$ cat src/design/tfs_pkg.sv
// ----------------------------------------------------------------------------
// tfs_pkg
// Shared sizes, operation and status codes, and the controller/datapath
// command and status bundles of the timed FIFO semaphore bank.
// ----------------------------------------------------------------------------
package tfs_pkg;

	localparam int NUM_SEMS    = 4;
	localparam int MAX_WAITERS = 8;
	localparam int TASK_BITS   = 8;
	localparam int TICK_BITS   = 24;
	localparam int ARR_BITS    = 16;
	localparam int SEM_BITS    = $clog2(NUM_SEMS);
	localparam int SLOT_BITS   = $clog2(MAX_WAITERS);
	localparam int WT_BITS     = TICK_BITS + 1;

	// operation codes
	localparam logic [1:0] MODE_INIT    = 2'd0;
	localparam logic [1:0] MODE_ACQUIRE = 2'd1;
	localparam logic [1:0] MODE_RELEASE = 2'd2;
	localparam logic [1:0] MODE_TICK    = 2'd3;

	// result status codes
	localparam logic [2:0] ST_INIT    = 3'd0;
	localparam logic [2:0] ST_GRANT   = 3'd1;
	localparam logic [2:0] ST_BADSEM  = 3'd2;
	localparam logic [2:0] ST_BUSY    = 3'd3;
	localparam logic [2:0] ST_QUEUED  = 3'd4;
	localparam logic [2:0] ST_FULL    = 3'd5;
	localparam logic [2:0] ST_FREE    = 3'd6;
	localparam logic [2:0] ST_TIMEOUT = 3'd7;

	// controller -> datapath
	typedef struct packed {
		logic                 load;  // latch the accepted request
		logic                 scan;  // process slot idx this cycle
		logic                 fin;   // commit the request and push its final result
		logic [SLOT_BITS-1:0] idx;   // slot under scan
	} tfs_cmd_t;

	// datapath -> controller
	typedef struct packed {
		logic is_tick;   // latched request is a tick
		logic expire;    // slot idx times out on this tick
		logic pend_v;    // a timed-out result is held back
		logic out_free;  // output register can take a result now
	} tfs_stat_t;

endpackage

$ cat src/design/tfs_ctrl.sv
// ----------------------------------------------------------------------------
// tfs_ctrl
// Sequencer: accept a request, walk the waiter slots once, then finish.
// ----------------------------------------------------------------------------
module tfs_ctrl (
	input  logic              clk,
	input  logic              arst_n,
	input  logic              in_valid,
	output logic              in_ready,
	input  tfs_pkg::tfs_stat_t stat,
	output tfs_pkg::tfs_cmd_t  cmd
);
	import tfs_pkg::*;

	localparam logic [1:0] S_IDLE = 2'd0;
	localparam logic [1:0] S_SCAN = 2'd1;
	localparam logic [1:0] S_FIN  = 2'd2;

	localparam logic [SLOT_BITS-1:0] LAST_SLOT = SLOT_BITS'(MAX_WAITERS - 1);

	logic [1:0]           state_q;
	logic [SLOT_BITS-1:0] idx_q;
	logic                 stall;
	logic                 fin_go;

	// a second expiry must wait until the held one can leave
	assign stall  = stat.is_tick && stat.expire && stat.pend_v && !stat.out_free;
	// tick with nothing expired finishes silently
	assign fin_go = stat.out_free || (stat.is_tick && !stat.pend_v);

	assign in_ready = (state_q == S_IDLE);

	always_comb begin
		cmd      = '0;
		cmd.idx  = idx_q;
		cmd.load = in_valid && (state_q == S_IDLE);
		cmd.scan = (state_q == S_SCAN) && !stall;
		cmd.fin  = (state_q == S_FIN) && fin_go;
	end

	always_ff @(posedge clk or negedge arst_n) begin
		if (!arst_n) begin
			state_q <= S_IDLE;
			idx_q   <= '0;
		end else begin
			unique case (state_q)
				S_IDLE: begin
					if (in_valid) begin
						state_q <= S_SCAN;
						idx_q   <= '0;
					end
				end
				S_SCAN: begin
					if (!stall) begin
						if (idx_q == LAST_SLOT) begin
							state_q <= S_FIN;
						end else begin
							idx_q <= idx_q + 1'b1;
						end
					end
				end
				S_FIN: begin
					if (fin_go) begin
						state_q <= S_IDLE;
					end
				end
				default: begin
					state_q <= S_IDLE;
				end
			endcase
		end
	end

endmodule

$ cat src/design/tfs_dp.sv
// ----------------------------------------------------------------------------
// tfs_dp
// Semaphore and waiter-slot state, per-slot scan actions, result register.
// ----------------------------------------------------------------------------
module tfs_dp (
	input  logic                                  clk,
	input  logic                                  arst_n,
	input  tfs_pkg::tfs_cmd_t                     cmd,
	output tfs_pkg::tfs_stat_t                    stat,
	input  logic [1:0]                            mode,
	input  logic [tfs_pkg::SEM_BITS-1:0]          sem_index,
	input  logic [tfs_pkg::TASK_BITS-1:0]         task_id,
	input  logic signed [tfs_pkg::WT_BITS-1:0]    wait_ticks,
	output logic                                  out_valid,
	input  logic                                  out_ready,
	output logic [2:0]                            status,
	output logic [tfs_pkg::TASK_BITS-1:0]         out_task,
	output logic [tfs_pkg::SEM_BITS-1:0]          out_sem,
	output logic                                  last
);
	import tfs_pkg::*;

	// latched request
	logic [1:0]           mode_q;
	logic [SEM_BITS-1:0]  sem_q;
	logic [TASK_BITS-1:0] task_q;
	logic [WT_BITS-1:0]   wt_q;

	// semaphore bank
	logic [NUM_SEMS-1:0]  sem_ready_q;
	logic [NUM_SEMS-1:0]  sem_held_q;
	logic [TASK_BITS-1:0] holder_q [NUM_SEMS];

	// waiter pool
	logic [MAX_WAITERS-1:0] slot_used_q;
	logic [TASK_BITS-1:0]   slot_task_q    [MAX_WAITERS];
	logic [SEM_BITS-1:0]    slot_sem_q     [MAX_WAITERS];
	logic                   slot_timed_q   [MAX_WAITERS];
	logic [TICK_BITS-1:0]   slot_ticks_q   [MAX_WAITERS];
	logic [ARR_BITS-1:0]    slot_arrival_q [MAX_WAITERS];
	logic [ARR_BITS-1:0]    arr_cnt_q;

	// scan accumulators
	logic                 free_v_q;
	logic [SLOT_BITS-1:0] free_idx_q;
	logic                 best_v_q;
	logic [SLOT_BITS-1:0] best_idx_q;
	logic [ARR_BITS-1:0]  best_age_q;
	logic [TASK_BITS-1:0] best_task_q;
	logic                 pend_v_q;
	logic [TASK_BITS-1:0] pend_task_q;
	logic [SEM_BITS-1:0]  pend_sem_q;

	// result register
	logic                 out_valid_q;
	logic [2:0]           status_q;
	logic [TASK_BITS-1:0] out_task_q;
	logic [SEM_BITS-1:0]  out_sem_q;
	logic                 last_q;

	// current slot view
	logic                 cur_used;
	logic                 cur_timed;
	logic                 cur_match;
	logic [ARR_BITS-1:0]  cur_age;
	logic [TICK_BITS-1:0] tick_dec;
	logic                 expire;
	logic                 out_free;

	// strobes
	logic is_init, is_acq, is_rel, is_tick;
	logic cur_ready, cur_held;
	logic init_clr, acq_find, rel_upd, tick_wr, tick_exp;
	logic acq_enq, acq_grant, rel_hand, rel_free, init_fin;
	logic push_scan, push_fin;

	// final result
	logic [2:0]           fin_status;
	logic [TASK_BITS-1:0] fin_task;
	logic [SEM_BITS-1:0]  fin_sem;
	logic                 fin_push;

	assign is_init   = (mode_q == MODE_INIT);
	assign is_acq    = (mode_q == MODE_ACQUIRE);
	assign is_rel    = (mode_q == MODE_RELEASE);
	assign is_tick   = (mode_q == MODE_TICK);
	assign cur_ready = sem_ready_q[sem_q];
	assign cur_held  = sem_held_q[sem_q];

	assign cur_used  = slot_used_q[cmd.idx];
	assign cur_timed = slot_timed_q[cmd.idx];
	assign cur_match = cur_used && (slot_sem_q[cmd.idx] == sem_q);
	assign cur_age   = arr_cnt_q - slot_arrival_q[cmd.idx];
	assign tick_dec  = (slot_ticks_q[cmd.idx] == '0) ? '0 : slot_ticks_q[cmd.idx] - 1'b1;
	assign expire    = is_tick && cur_used && cur_timed && (tick_dec == '0);
	assign out_free  = !out_valid_q || out_ready;

	assign init_clr = cmd.scan && is_init && cur_match;
	assign acq_find = cmd.scan && is_acq && !cur_used && !free_v_q;
	assign rel_upd  = cmd.scan && is_rel && cur_match && (!best_v_q || (cur_age > best_age_q));
	assign tick_wr  = cmd.scan && is_tick && cur_used && cur_timed;
	assign tick_exp = cmd.scan && expire;

	assign init_fin  = cmd.fin && is_init;
	assign acq_grant = cmd.fin && is_acq && cur_ready && !cur_held;
	assign acq_enq   = cmd.fin && is_acq && cur_ready && cur_held && (wt_q != '0) && free_v_q;
	assign rel_hand  = cmd.fin && is_rel && cur_ready && best_v_q;
	assign rel_free  = cmd.fin && is_rel && cur_ready && !best_v_q;

	assign push_scan = tick_exp && pend_v_q;
	assign push_fin  = cmd.fin && fin_push;

	always_comb begin
		fin_status = ST_INIT;
		fin_task   = '0;
		fin_sem    = sem_q;
		fin_push   = 1'b1;
		unique case (mode_q)
			MODE_INIT: begin
				fin_status = ST_INIT;
			end
			MODE_ACQUIRE: begin
				fin_task = task_q;
				if (!cur_ready) begin
					fin_status = ST_BADSEM;
					fin_task   = '0;
				end else if (!cur_held) begin
					fin_status = ST_GRANT;
				end else if (wt_q == '0) begin
					fin_status = ST_BUSY;
				end else if (!free_v_q) begin
					fin_status = ST_FULL;
				end else begin
					fin_status = ST_QUEUED;
				end
			end
			MODE_RELEASE: begin
				if (!cur_ready) begin
					fin_status = ST_BADSEM;
				end else if (best_v_q) begin
					fin_status = ST_GRANT;
					fin_task   = best_task_q;
				end else begin
					fin_status = ST_FREE;
				end
			end
			MODE_TICK: begin
				fin_status = ST_TIMEOUT;
				fin_task   = pend_task_q;
				fin_sem    = pend_sem_q;
				fin_push   = pend_v_q;
			end
			default: begin
				fin_push = 1'b0;
			end
		endcase
	end

	// control state
	always_ff @(posedge clk or negedge arst_n) begin
		if (!arst_n) begin
			sem_ready_q <= '0;
			sem_held_q  <= '0;
			for (int s = 0; s < NUM_SEMS; s++) begin
				holder_q[s] <= '0;
			end
			slot_used_q <= '0;
			arr_cnt_q   <= '0;
			free_v_q    <= 1'b0;
			best_v_q    <= 1'b0;
			pend_v_q    <= 1'b0;
			out_valid_q <= 1'b0;
		end else begin
			if (cmd.load) begin
				free_v_q <= 1'b0;
				best_v_q <= 1'b0;
				pend_v_q <= 1'b0;
			end
			if (init_clr || tick_exp) begin
				slot_used_q[cmd.idx] <= 1'b0;
			end
			if (acq_find) begin
				free_v_q <= 1'b1;
			end
			if (rel_upd) begin
				best_v_q <= 1'b1;
			end
			if (tick_exp) begin
				pend_v_q <= 1'b1;
			end
			if (cmd.fin && is_tick) begin
				pend_v_q <= 1'b0;
			end
			if (init_fin) begin
				sem_ready_q[sem_q] <= 1'b1;
				sem_held_q[sem_q]  <= 1'b0;
				holder_q[sem_q]    <= '0;
			end
			if (acq_grant) begin
				sem_held_q[sem_q] <= 1'b1;
				holder_q[sem_q]   <= task_q;
			end
			if (acq_enq) begin
				slot_used_q[free_idx_q] <= 1'b1;
				arr_cnt_q               <= arr_cnt_q + 1'b1;
			end
			if (rel_hand) begin
				slot_used_q[best_idx_q] <= 1'b0;
				sem_held_q[sem_q]       <= 1'b1;
				holder_q[sem_q]         <= best_task_q;
			end
			if (rel_free) begin
				sem_held_q[sem_q] <= 1'b0;
				holder_q[sem_q]   <= '0;
			end
			if (push_scan || push_fin) begin
				out_valid_q <= 1'b1;
			end else if (out_ready) begin
				out_valid_q <= 1'b0;
			end
		end
	end

	// payload
	always_ff @(posedge clk) begin
		if (cmd.load) begin
			mode_q <= mode;
			sem_q  <= sem_index;
			task_q <= task_id;
			wt_q   <= wait_ticks;
		end
		if (acq_find) begin
			free_idx_q <= cmd.idx;
		end
		if (rel_upd) begin
			best_idx_q  <= cmd.idx;
			best_age_q  <= cur_age;
			best_task_q <= slot_task_q[cmd.idx];
		end
		if (tick_wr) begin
			slot_ticks_q[cmd.idx] <= tick_dec;
		end
		if (tick_exp) begin
			pend_task_q <= slot_task_q[cmd.idx];
			pend_sem_q  <= slot_sem_q[cmd.idx];
		end
		if (acq_enq) begin
			slot_task_q[free_idx_q]    <= task_q;
			slot_sem_q[free_idx_q]     <= sem_q;
			slot_timed_q[free_idx_q]   <= !wt_q[WT_BITS-1];
			slot_ticks_q[free_idx_q]   <= wt_q[WT_BITS-1] ? '0 : wt_q[TICK_BITS-1:0];
			slot_arrival_q[free_idx_q] <= arr_cnt_q;
		end
		if (push_scan) begin
			status_q   <= ST_TIMEOUT;
			out_task_q <= pend_task_q;
			out_sem_q  <= pend_sem_q;
			last_q     <= 1'b0;
		end else if (push_fin) begin
			status_q   <= fin_status;
			out_task_q <= fin_task;
			out_sem_q  <= fin_sem;
			last_q     <= 1'b1;
		end
	end

	assign stat.is_tick  = is_tick;
	assign stat.expire   = expire;
	assign stat.pend_v   = pend_v_q;
	assign stat.out_free = out_free;

	assign out_valid = out_valid_q;
	assign status    = status_q;
	assign out_task  = out_task_q;
	assign out_sem   = out_sem_q;
	assign last      = last_q;

endmodule

$ cat src/design/timed_fifo_semaphore.sv
// ----------------------------------------------------------------------------
// timed_fifo_semaphore
// Bank of binary semaphores sharing a pool of timed FIFO waiter slots.
// ----------------------------------------------------------------------------
//  channel | handshake           | payload
//  --------+---------------------+---------------------------------------------
//  in      | in_valid / in_ready | mode, sem_index, task_id, wait_ticks
//  out     | out_valid/out_ready | status, out_task, out_sem, last
//
//  Every request passes through an accept in idle, a scan of all MAX_WAITERS
//  waiter slots (one waiter slot per cycle through the slot register file,
//  unless the scan stalls) and a finish that waits for room in the result register.
//  A tick holds back each timed-out result by one so that last can be set on
//  the final one; a further expiry stalls the scan until out_ready frees room.
//  Reset (arst_n low) empties the pool and marks all semaphores uninitialized.
// ----------------------------------------------------------------------------
module timed_fifo_semaphore (
	input  logic                                clk,
	input  logic                                arst_n,
	input  logic                                in_valid,
	output logic                                in_ready,
	input  logic [1:0]                          mode,
	input  logic [tfs_pkg::SEM_BITS-1:0]        sem_index,
	input  logic [tfs_pkg::TASK_BITS-1:0]       task_id,
	input  logic signed [tfs_pkg::WT_BITS-1:0]  wait_ticks,
	output logic                                out_valid,
	input  logic                                out_ready,
	output logic [2:0]                          status,
	output logic [tfs_pkg::TASK_BITS-1:0]       out_task,
	output logic [tfs_pkg::SEM_BITS-1:0]        out_sem,
	output logic                                last
);
	import tfs_pkg::*;

	tfs_cmd_t  cmd;
	tfs_stat_t stat;

	// sequencer: idle -> scan all slots -> finish
	tfs_ctrl u_ctrl (
		.clk      (clk),
		.arst_n   (arst_n),
		.in_valid (in_valid),
		.in_ready (in_ready),
		.stat     (stat),
		.cmd      (cmd)
	);

	// state, per-slot actions and the result register
	tfs_dp u_dp (
		.clk        (clk),
		.arst_n     (arst_n),
		.cmd        (cmd),
		.stat       (stat),
		.mode       (mode),
		.sem_index  (sem_index),
		.task_id    (task_id),
		.wait_ticks (wait_ticks),
		.out_valid  (out_valid),
		.out_ready  (out_ready),
		.status     (status),
		.out_task   (out_task),
		.out_sem    (out_sem),
		.last       (last)
	);

`ifndef SYNTHESIS
	// one request at a time: after an accept the block is busy
	a_busy_after_accept: assert property (@(posedge clk) disable iff (!arst_n)
		(in_valid && in_ready) |=> !in_ready)
		else $error("request accepted while previous one in flight");

	// finishing a request always returns to idle
	a_idle_after_fin: assert property (@(posedge clk) disable iff (!arst_n)
		cmd.fin |=> in_ready)
		else $error("controller did not return to idle after finish");

	// no held-back timeout survives into idle
	a_no_pending_idle: assert property (@(posedge clk) disable iff (!arst_n)
		in_ready |-> !stat.pend_v)
		else $error("timed-out result lost at end of tick");

	// scan and finish are exclusive
	a_scan_fin_excl: assert property (@(posedge clk) disable iff (!arst_n)
		!(cmd.scan && cmd.fin))
		else $error("scan and finish issued together");
`endif

endmodule

$ cat config.mk
export PLATFORM = sky130hd
export DESIGN_NAME = timed_fifo_semaphore
export DESIGN_NICKNAME = d
export VERILOG_FILES = /design/src/design/tfs_pkg.sv /design/src/design/tfs_ctrl.sv /design/src/design/tfs_dp.sv /design/src/design/timed_fifo_semaphore.sv
export SDC_FILE = /design/constraint.sdc
export NUM_CORES = 1
export LEC_CHECK = 0
export BUFFER_PORTS_ARGS = -buffer_cell sky130_fd_sc_hd__buf_2
export CORE_ASPECT_RATIO = 1.1
export CORE_UTILIZATION = 64
export CTS_CLUSTER_SIZE = 30
export DETAILED_ROUTE_END_ITERATION = 8
export PLACE_DENSITY = 0.83
export SLEW_MARGIN = 5
export SYNTH_ARGS = -nofsm -noshare
export SYNTH_HDL_FRONTEND = slang
export SYNTH_HIERARCHICAL = 1
export SYNTH_SLANG_ARGS = --single-unit
$ cat constraint.sdc
create_clock -name clk -period 25.6 [get_ports clk]
set_input_delay 2.56 -clock clk [delete_from_list [all_inputs] [get_ports clk]]
set_output_delay 2.56 -clock clk [all_outputs]
set_load 0.005 [all_outputs]
==> metrics <==
status=finished clean; # DRC=0; DR pass1 iterations=7; min-delay src=u_dp/sem_ready_q[1]; Area growth, synth to finish=11.0%; fin crit period=~7.5 ns; commonest cells after routing, fill and taps aside=edfxtp_1 (495), nand2_1 (76), nor2_1 (66); TNS Setup=0 ns; diodes inserted=0; Max clock buf depth=3; final wirelength=54500 um; Setup crit end=u_dp/best_age_q[3]; total number of H-tree levels=2; hold buffer count at CTS=0; vias in the first global route=14.5k; sequential share of the synthesized area=a little over two thirds; grt ovf=0; Synth Warn #=6; Post-CTS Setup Inserts=0; R2R Path Start=u_ctrl/idx_q[1]; mux cell area share after synthesis=6.89%; RSZ-0062 raised after global routing=no; placed inst area=0.0239 mm2; initial core utilization=65.2%; placed insts=2010; crit share post-route=29.1%; die height=201 um; DR vias/cell=6.78; # port buffers=56; Synth Area in Compound Gates=9.31%; post-cts sizing count=0; Final ANT Viol Nets=0; Layout Nets=1659; simple-gate share of the synthesized area=8.34%; Core ar.=0.0353 mm2; CP max FO=49; GPL Wtd Cong=0.928; Hold Vio Cnt, Final=0; Setup crit start=u_ctrl/idx_q[1]; chip width=183 um; initial antenna violation count=0; asr flop ratio synth=7.59%; Setup crit start kind=flop; Worst VDD drop=0.0000697 V; nature of the critical path endpoint=flop; Power Dens Cells=108 mW/mm2; CP arrival=7.64 ns; Root Buffer=clkbuf_16; most common cell after layout, fill and taps aside=edfxtp_1; Distinct cells, synth=87; # fillers=between 2k and 2.5k; routed vias=14.3k; adder and majority gate portion of the synthesized area=1.99%; Worst R2R Path Depth=21; Netlist Area Pre-Place=0.0230 mm2; Post-DP HPWL=33800 um; first-pass GRT wire length=a little over 80000 um; reg-to-reg slack, setup=18.15 ns; Critical-path top delay cell=dfrtp_4; max incr delay on CP=0.96 ns; syn nets=around 1.6k; Leak=8.65 nW; Sink Count=between 500 and 600; actual slew at the worst max-slew pin=1.13 ns; crit path kind=reg2reg; Hold Crit Class=reg2reg; Worst Skew=between 0.02 and 0.025 ns; largest family of logic cells by synthesized area=compound AO/OA/AOI/OAI gates; pin count of the biggest net entering global routing=54; DR WL/cell=25.9 um; clk_lat worst skew=a little under 0.6 ns; CTS buffer count=51; xor/xnor share of the synthesized area=1.79%; I/O pin cnt=57; cells after synthesis=1506; Req. time, crit path=25.79 ns; non-filler instance count after layout=2104; Reg-to-Reg End=u_dp/best_age_q[3]; Mapped Avg Cell Area=15.3 um2; Main synth FF type=edfxtp_1; flops & latches, synth=540; CP dominant cell by count=o21ai_0; Max Fclk=134 MHz; worst-path cell chain=buf_4 > nand2b_1 > nor2_1 > a221oi_1 > ha_1 > nor2b_1 > o21ai_0 > a21boi_0 > o21ai_0 > a21oi_1 > a41o_1 > o41ai_1 > o2111ai_1 > a21oi_1 > xnor2_1 > ha_1 > nand4_1 > or2_2 > nor2_1 > o21ai_0 > a31oi_4; Slew HR=24.5%; multi-input logic area=0.00660 mm2; Site Rows=72; Max-cap violations=0; Tot GR Track Use=30.2%; Setup Viol. Count Final=0; Design Area, Final=approximately 0.026 mm2; Die Area=0.0368 mm2; Sequential Area=around 0.016 mm2; fraction of layout instances using a drive strength above 1=16.5%; Final Max Slew Viols=0; Post-synth EDFFs=a little under 500; 1st-iter DRT viols=between 1.5k and 2k; Clock transition at path regs=approximately 0.06 ns; CTS tree=yes
## synth_stat cells, types with 10 or more instances
cell type / instances / area [um2]
nor2b_1: 15 / 93.8
o21ai_1: 11 / 55.1
mux2i_1: 47 / 470
edfxtp_1: 495 / 14900
nand3_1: 41 / 205
mux4_2: 43 / 968
nand4_1: 24 / 150
xor2_1: 13 / 114
o21a_1: 10 / 75.1
xnor2_1: 34 / 298
clkbuf_1: 30 / 113
and3_1: 16 / 100
a21oi_1: 39 / 195
dfrtp_1: 41 / 1030
a22o_1: 24 / 210
a221oi_1: 15 / 131
mux2_2: 11 / 124
nor3_1: 30 / 150
a22oi_1: 63 / 473
nor2_1: 80 / 300
a21o_1: 15 / 113
nand2_1: 76 / 285
o21ai_0: 30 / 150
buf_2: 18 / 90.1
inv_1: 52 / 195
or3_1: 13 / 81.3
a31oi_1: 14 / 87.6
ha_1: 35 / 438
## power by group
| group | total [mW] | switching [mW] | leakage (nW) | internal (mW) |
|---|---|---|---|---|
| sequential | 1.13 | 0.0488 | 4.73 | 1.08 |
| clock | 0.738 | 0.305 | 0.804 | 0.433 |
| combinational | 0.889 | 0.551 | 3.11 | 0.338 |
| total | 2.76 | 0.905 | 8.65 | 1.85 |
## cell type report
class,count,share of cell area (%)
Sequential cell,540,62.5
Multi-Input combinational cell,843,25.8
Clock buffer,78,5.70
Tap cell,481,2.35
Timing Repair Buffer,91,2.12
Inverter,55,0.807
Clock inverter,16,0.729
## through the flow
stage	total power [mW]	hold WS [ns]	util [%]	worst slack, ns
6_report	2.76	0.471	72.4	18.15
5_1_grt	2.87	0.490	72.4	17.63
4_1_cts	2.75	0.471	72.4	18.19
3_5_place_dp	2.01	0.458	67.8	18.27
3_3_place_gp	1.99	0.444	67.8	18.49
2_1_floorplan	1.76	0.436	-	17.59
## how the worst min path moves through the flow
stage                          end  slack, ns  cells after the start
4_1_cts        u_dp/sem_ready_q[1]       0.47                      1
3_3_place_gp   u_dp/sem_ready_q[3]       0.44                      1
6_report       u_dp/sem_ready_q[1]       0.47                      1
5_1_grt        u_dp/sem_ready_q[1]       0.49                      1
2_1_floorplan  u_dp/sem_ready_q[2]       0.44                      1
3_5_place_dp   u_dp/sem_ready_q[1]       0.46                      1
## flip-flops by register name, summed over array words and instances, names as in the netlist, 8 cells and up
register and cells:
u_dp/wt_q 25, u_dp/slot_task_q 64, u_dp/task_q 8, u_dp/slot_ticks_q 192, u_dp/best_age_q 16, u_dp/slot_sem_q 16
u_dp/pend_task_q 8, u_dp/slot_arrival_q 128, u_dp/best_task_q 8, u_dp/slot_timed_q 8, u_dp/slot_used_q 8, u_dp/out_task 8
u_dp/arr_cnt_q 16
## metal layers
layer | up-vias | share of wire (%) | wire length [um] | track usage, %
met5 | - | 0 | 0 | 0
met4 | 0 | 4.3 | 2340 | 14.4
met3 | 172 | 8.7 | 4770 | 4.41
met2 | 848 | 50 | 27500 | 50.9
met1 | 7134 | 37 | 19900 | 39.0
li1 | 6107 | - | - | -
## worst max-delay path: cells and delay by family (launching register included)
family	cells	cell delay, ns
compound gates	11	3.61
xor+xnor	1	0.11
fa+ha+maj	2	0.63
buf+inv	1	0.62
flops	1	0.96
simple gates	6	1.04
## logic make-up (layout without fill, tap and decap cells)
kind of cell	after synthesis	in the layout
adders and majority gates	36	36
buffers and inverters	123	240
muxes	103	103
DFF	540	540
and+or+nand+nor	361	361
xor gates and xnor gates	47	47
AOI/OAI and AO/OA	296	296
No activity file was read; power rests on OpenSTA's default activity.
